[src/sv/csvg_pkg.sv]
`timescale 1ns / 1ps
`default_nettype none

package csvg_pkg;

    // Q2.30 unit value and the width of the configuration index.
    localparam logic signed [31:0] ONE_Q30 = 32'sd1073741824;
    localparam int unsigned CFG_IDX_W = 2;

    localparam logic [CFG_IDX_W-1:0] REG_STEP_COS     = 2'd0;
    localparam logic [CFG_IDX_W-1:0] REG_STEP_SIN     = 2'd1;
    localparam logic [CFG_IDX_W-1:0] REG_EMIT_NORMALS = 2'd2;

    localparam logic signed [31:0] RST_STEP_COS = 32'sd1068232801;
    localparam logic signed [31:0] RST_STEP_SIN = 32'sd108628645;

    typedef struct packed {
        logic [31:0] center_x;
        logic [31:0] center_y;
        logic [30:0] radius;
    } t_circle;

    typedef struct packed {
        logic [31:0] step_cos;
        logic [31:0] step_sin;
        logic        emit_normals;
    } t_cfg;

    typedef struct packed {
        logic [31:0] vertex_x;
        logic [31:0] vertex_y;
        logic [31:0] normal_x;
        logic [31:0] normal_y;
        logic        last_vertex;
    } t_vertex;

endpackage

`default_nettype wire

[src/sv/csvg_if.sv]
`timescale 1ns / 1ps
`default_nettype none

interface csvg_circle_if;
    logic        valid;
    logic        ready;
    logic [31:0] center_x;
    logic [31:0] center_y;
    logic [30:0] radius;

    modport source (output valid, output center_x, output center_y, output radius,
                    input ready);
    modport sink (input valid, input center_x, input center_y, input radius,
                  output ready);
endinterface


`default_nettype wire

[src/sv/csvg_front.sv]
`timescale 1ns / 1ps
`default_nettype none

// Takes circles from the input channel into a two-entry queue that feeds the
// vertex sequencer.
module csvg_front (
    input  wire logic          i_clk,
    input  wire logic          i_rst_n,
    csvg_circle_if.sink        i_circle,
    output csvg_pkg::t_circle  o_head,
    output logic               o_head_valid,
    input  wire logic          i_pop
);

    csvg_pkg::t_circle r_mem [2];
    logic       r_wp;
    logic       r_rp;
    logic [1:0] r_count;
    logic       push;
    logic       pop;

    assign i_circle.ready = (r_count != 2'd2);
    assign push           = i_circle.valid && i_circle.ready;
    assign o_head_valid   = (r_count != 2'd0);
    assign pop            = i_pop && o_head_valid;
    assign o_head         = r_mem[r_rp];

    always_ff @(posedge i_clk) begin
        if (push) begin
            r_mem[r_wp] <= '{center_x: i_circle.center_x,
                             center_y: i_circle.center_y,
                             radius:   i_circle.radius};
        end
    end

    always_ff @(posedge i_clk) begin
        if (!i_rst_n) begin
            r_wp    <= 1'b0;
            r_rp    <= 1'b0;
            r_count <= 2'd0;
        end else begin
            if (push) begin
                r_wp <= ~r_wp;
            end
            if (pop) begin
                r_rp <= ~r_rp;
            end
            case ({push, pop})
                2'b10:   r_count <= r_count + 2'd1;
                2'b01:   r_count <= r_count - 2'd1;
                default: r_count <= r_count;
            endcase
        end
    end

endmodule

`default_nettype wire

[src/flat_wrapper.sv]
// flat-port wrapper written by rule: the top's interface ports become plain ports
module csvg_front_flat 
  (i_clk, i_rst_n, o_head, o_head_valid, i_pop, i_circle_valid, i_circle_center_x, i_circle_center_y, i_circle_radius, i_circle_ready);
  csvg_circle_if i_circle_i ();
  input  wire logic i_clk;
  input  wire logic i_rst_n;
  output csvg_pkg::t_circle o_head;
  output logic o_head_valid;
  input  wire logic i_pop;
  input wire logic [$bits(i_circle_i.valid)-1:0] i_circle_valid;
  input wire logic [$bits(i_circle_i.center_x)-1:0] i_circle_center_x;
  input wire logic [$bits(i_circle_i.center_y)-1:0] i_circle_center_y;
  input wire logic [$bits(i_circle_i.radius)-1:0] i_circle_radius;
  output wire logic [$bits(i_circle_i.ready)-1:0] i_circle_ready;
  assign i_circle_i.valid = i_circle_valid;
  assign i_circle_i.center_x = i_circle_center_x;
  assign i_circle_i.center_y = i_circle_center_y;
  assign i_circle_i.radius = i_circle_radius;
  assign i_circle_ready = i_circle_i.ready;
  csvg_front u_core (.i_clk(i_clk), .i_rst_n(i_rst_n), .i_circle(i_circle_i), .o_head(o_head), .o_head_valid(o_head_valid), .i_pop(i_pop));
endmodule
[config.mk]
export PLATFORM = sky130hd
export DESIGN_NAME = csvg_front_flat
export DESIGN_NICKNAME = d
export VERILOG_FILES = /design/src/sv/csvg_pkg.sv /design/src/sv/csvg_if.sv /design/src/sv/csvg_front.sv /design/src/flat_wrapper.sv
export SDC_FILE = /design/constraint.sdc
export NUM_CORES = 1
export LEC_CHECK = 0
export BUFFER_PORTS_ARGS = -buffer_cell sky130_fd_sc_hd__buf_2
export CORE_ASPECT_RATIO = 1.75
export CORE_UTILIZATION = 52
export CTS_CLUSTER_SIZE = 28
export DETAILED_ROUTE_END_ITERATION = 16
export HOLD_SLACK_MARGIN = 0.12
export PLACE_DENSITY_LB_ADDON = 0.15
export SLEW_MARGIN = 20
export SYNTH_ARGS = -nofsm -noshare
export SYNTH_HDL_FRONTEND = slang
export SYNTH_SLANG_ARGS = --single-unit
export TNS_END_PERCENT = 100
[constraint.sdc]
create_clock -name i_clk -period 4.3 [get_ports i_clk]
set_input_delay 0.215 -clock i_clk [delete_from_list [all_inputs] [get_ports i_clk]]
set_output_delay 0.215 -clock i_clk [all_outputs]
set_load 0.02 [all_outputs]
Word-level counts from Yosys, hierarchy flattened:

Memories as Yosys holds them, arrays and structs flattened. A register that Yosys moved wholly into a read port is not among the register bits.
Index checks and enable logic that the tools add are counted.

* register bits after elaboration: 4
* latch bits: 0
* RAM bits: 190
* bits in read-only memories: 0
* input port bits: 99
* output and inout bits: 97
* word-level logic and storage cells: 20
* memories kept: 1

Memory list
* u_core.r_mem: words 2, width 95, rd ports 1, clocked after Yosys merged registers in 1, write ports 1, line csvg_front.sv:15 `csvg_pkg::t_circle r_mem [2];`

* add/sub/neg operators: 2
* multipliers: 0
* div/mod/pow operators: 0
* order comparisons: 0
* eq/ne operators: 3
* shift operators: 0
* mux-type cells: 5
* bitwise gates (word level): 2
* reduce and logical (&&, ||, !) cells: 4

Operators by type and width (count)
* 2-to-1 mux 1 bit: 4
* one-hot mux 2 bit (2 select lines): 1
* nonzero test 2 bit: 2
* adder 2 x 1 -> 2 bit (second input constant): 1
* equality test 2 x 1 -> 1 bit (second input constant): 1
* equality test 2 bit (second input constant): 1
* logical AND 1 bit: 2
* != test 2 bit (second input constant): 1
* NOT 1 bit: 2
* subtractor 2 x 1 -> 2 bit (second input constant): 1

Logic depth before layout (Yosys ltp):

* depth in word-level cells: 4
* gate-level depth with buffers: 6
* gate-level depth less buffers: 6

Worst setup path before layout:

OpenSTA, ideal clock, no wires.

* path kind: reg-to-reg
* start: reg u_core.r_count[0]
* end: mem u_core.r_mem[1][0] (netlist bit) (enable)
* library setup time: 0.465 ns
* data arrival time: 2.995 ns
* data required time: 3.835 ns
* setup slack: 0.840 ns
* stages on the path, launching flop included: 3
* path buffers: 0
* clock period less this slack: 3.460 ns
* cell sequence: dfxtp_1 nand2b_1 and3_1

* cells in the longest elaborated chain, start to end: 4

Ends and longest elaborated chain
* start, declared: line csvg_front.sv:18 `logic [1:0] r_count;`
* start signal, assigned: line csvg_front.sv:49 `2'b10: r_count <= r_count + 2'd1;`
* start signal, assigned: line csvg_front.sv:50 `2'b01: r_count <= r_count - 2'd1;`
* start signal, assigned: line csvg_front.sv:51 `default: r_count <= r_count;`
* != test 2 bit: line csvg_front.sv:22 `assign i_circle.ready = (r_count != 2'd2);`
* via i_circle_ready: line flat_wrapper.sv:14 `output wire logic [$bits(i_circle_i.ready)-1:0] i_circle_ready;`
* logical AND 1 bit: line csvg_front.sv:23 `assign push = i_circle.valid && i_circle.ready;`
* 2-to-1 mux 1 bit: line csvg_front.sv:29 `if (push) begin`
* 2-to-1 mux 1 bit (not written as such): line csvg_front.sv:30 `r_mem[r_wp] <= '{center_x: i_circle.center_x,`
* end, declared: line csvg_front.sv:15

The timed path passes the listed nets, and every way through them passes these cells.

==> run summary <==
Buf/Inv on CP: 2
Post-Place Cells: 681
FF+latch count, synth: 195
Largest net degree at the start of global routing: 85
Maximum VDD drop: 0.560 mV
Cell variety after synth: 21
Crit Path Max Fanout: 71
Buffers on Ports: 195
Worst EP required: 4.09 ns
Min-delay src: i_circle_valid
F_max: 376 MHz
Fin. Hold Viols: 0
Total routed wirelength: 13800 um
Dominant cells by area after synthesis: edfxtp_1, mux2_2, dfxtp_1
CTS sink cnt: 195
I/O pin cnt: 196
Vias in the first global route: 4196
Remaining antenna violation count: 0
Post-Synthesis Cells: 320
Hold crit path type: in2reg
Mean Syn Cell Area: 22.2 um2
WP data arrival: 2.45 ns
Final GP Congestion: 0.718
PwrDens: 571 mW/mm2
Post-synth top area share: 80.3%
Critical path's top delay family: flip-flops
Antenna cells: 0
Die width: 90.4 um
Layout Nets: 722
Worst r2r src: u_core.r_count[0]
First-pass GRT wire length: 20800 um
Clock slew at reported path FFs: 0.07 ns
Via count: 3984
Syn Nets: 420
Critical-path top delay cell: dfxtp_4
Lkg Pwr: 0.00367 uW
Min Tclk post-route: 2.66 ns
Reg2Reg Setup Slack: 1.98 ns
Initial Utilization: 53.1%
Dpl hpwl: 8570 um
Core Box Area: 0.0134 mm2
Setup TNS: 0 ns
Yosys top cell by area: edfxtp_1
Layout cells sized above 1: 51.7%
RSZ-0062 raised after global routing: no
Final period utilization: 61.9%
Hold path cells: 3
Reg2reg end: u_core.r_mem[1][56]
Initial antenna violation count: 0
DR iter-0 viols: 196
Worst-margin pin slew: 0.967 ns
Overall power: 5570 uW
Worst clock skew: 0.00752 ns
Maximum buffer depth of the clock tree: 2
Die height: 157 um
DR DRC count: 0
Run status: completed
Most frequent cells in the layout: buf_2, edfxtp_1, dlygate4sd3_1
Non-Filler Instances: 809
Max cap viols: 0
Post-CTS Setup Inserts: 0
Slew Limit Fails: 0
GRT Residual Overflow: 0
Endpoint, Worst Hold: u_core.r_wp
Root buf cell: clkbuf_16
Syn-to-layout area delta: 37.3%
CTS H-tree lvls: 4
Yosys warns: 0
Final Worst Setup Slack: 1.64 ns
Dpl ws: 1.92 ns
CTS tree: yes
GR Util All Layers: 19.7%
Fill cells: 894
DRT Pass-1 Iters: 4
Worst r2r path cells: 3
Worst setup SP type: flip-flop
Commonest non-fill, non-tap cell in the layout: buf_2
Setup Viol. Count Final: 0
Post-synthesis sequential area ratio: 81.7%
Num rows: 56
Mapped Area: 0.00710 mm2
Vias/cell: 4.92
Rel. slew slack: 35.5%
Worst Setup End Kind: primary output
Cts bufs inserted: 17
Crit path kind: reg2out
Crit-path cells: buf_4 > mux2_2 > buf_2
Die ar.: 0.0141 mm2
Skew-Pair Late Insertion Delay: 0.41 ns
Max incr delay on CP: 0.99 ns
Routed wire length per instance: 17.1 um
## stage by stage
step / cell area (um2) / util [%] / hold slack [ns]
after floorplan: 7100 / - / 0.314
after global placement: 8240 / 61.6 / 0.404
after detailed placement: 8240 / 61.6 / 0.406
after CTS: 9750 / 72.9 / 0.130
after global routing: 9750 / 72.9 / 0.166
final: 9750 / 72.9 / 0.145
## tightest hold or removal path, stage by stage
cell      delay [ns]
buf_2           0.11
a21bo_2         0.12
a21boi_0        0.06
## sequential cells by signal, summed over array words and instances, names as in the netlist, named ones only
signal / cells
u_core.r_count: 2
u_core.r_wp: 1
u_core.r_mem: 190
u_core.r_rp: 1
## worst max-delay path by stage
| stage | start | to | slack [ns] | cells after the start |
|---|---|---|---|---|
| after floorplan | u_core.r_count[0] | u_core.r_mem[1][0] | 0.84 | 2 |
| after global placement | u_core.r_count[0] | u_core.r_mem[1][5] | 1.99 | 3 |
| after detailed placement | u_core.r_count[0] | u_core.r_mem[1][55] | 1.92 | 3 |
| after CTS | flip-flop | o_head[65] | 1.59 | 3 |
| after global routing | flip-flop | o_head[41] | 1.51 | 3 |
| final | flip-flop | o_head[71] | 1.64 | 3 |
## layer usage
layer  wire length [um]  vias to the layer above  global-route usage [%]
li1                   -                     1871                       -
met1               5030                     1967                    20.3
met2               7970                      132                    38.3
met3                638                       14                    4.13
met4                204                        0                    7.83
met5                  0                        -                       0
## power breakdown
group | total, uW | switching, uW | internal [uW]
clock | 1450 | 693 | 761
sequential | 2570 | 170 | 2400
combinational | 1540 | 870 | 674
## cells in the mapped netlist
master	count
or2_2	1
and3_1	1
mux2_2	95
nor2b_1	2
buf_6	6
ha_1	1
inv_1	1
and2_1	1
nand2_1	1
or3_1	1
nand2b_1	1
a21boi_0	1
a21boi_1	1
xnor2_1	3
o21a_1	1
a21bo_2	1
edfxtp_1	190
o21ai_0	1
buf_2	5
nand3b_1	1
dfxtp_1	5
## cells by family after synthesis
family                     share of synthesized area, %
xor gates and xnor gates                          0.370
AOI/OAI and AO/OA                                 0.529
DFF                                                81.7
buffers and inverters                              1.36
adders and majority gates                         0.176
and+or+nand+nor                                   0.775
muxes                                              15.1
## what timing repair did
| item | CTS | global route |
|---|---|---|
| resized for setup | 0 | 0 |
| hold buffers | 96 | 0 |
| endpoints found under the hold margin | 195 | 0 |
| setup endpoints to repair | 0 | 0 |
## cell type report
class,instances,area [um2],share of cell area (%)
timing repair buffer,294,1960,20.1
multi-input combinational,113,1210,12.4
clock inverter,14,123,1.26
inverter,1,8.76,0.0898
tap,174,218,2.23
sequential,195,5810,59.6
clock buffer,18,429,4.40
(Power assumes the default switching activity.)
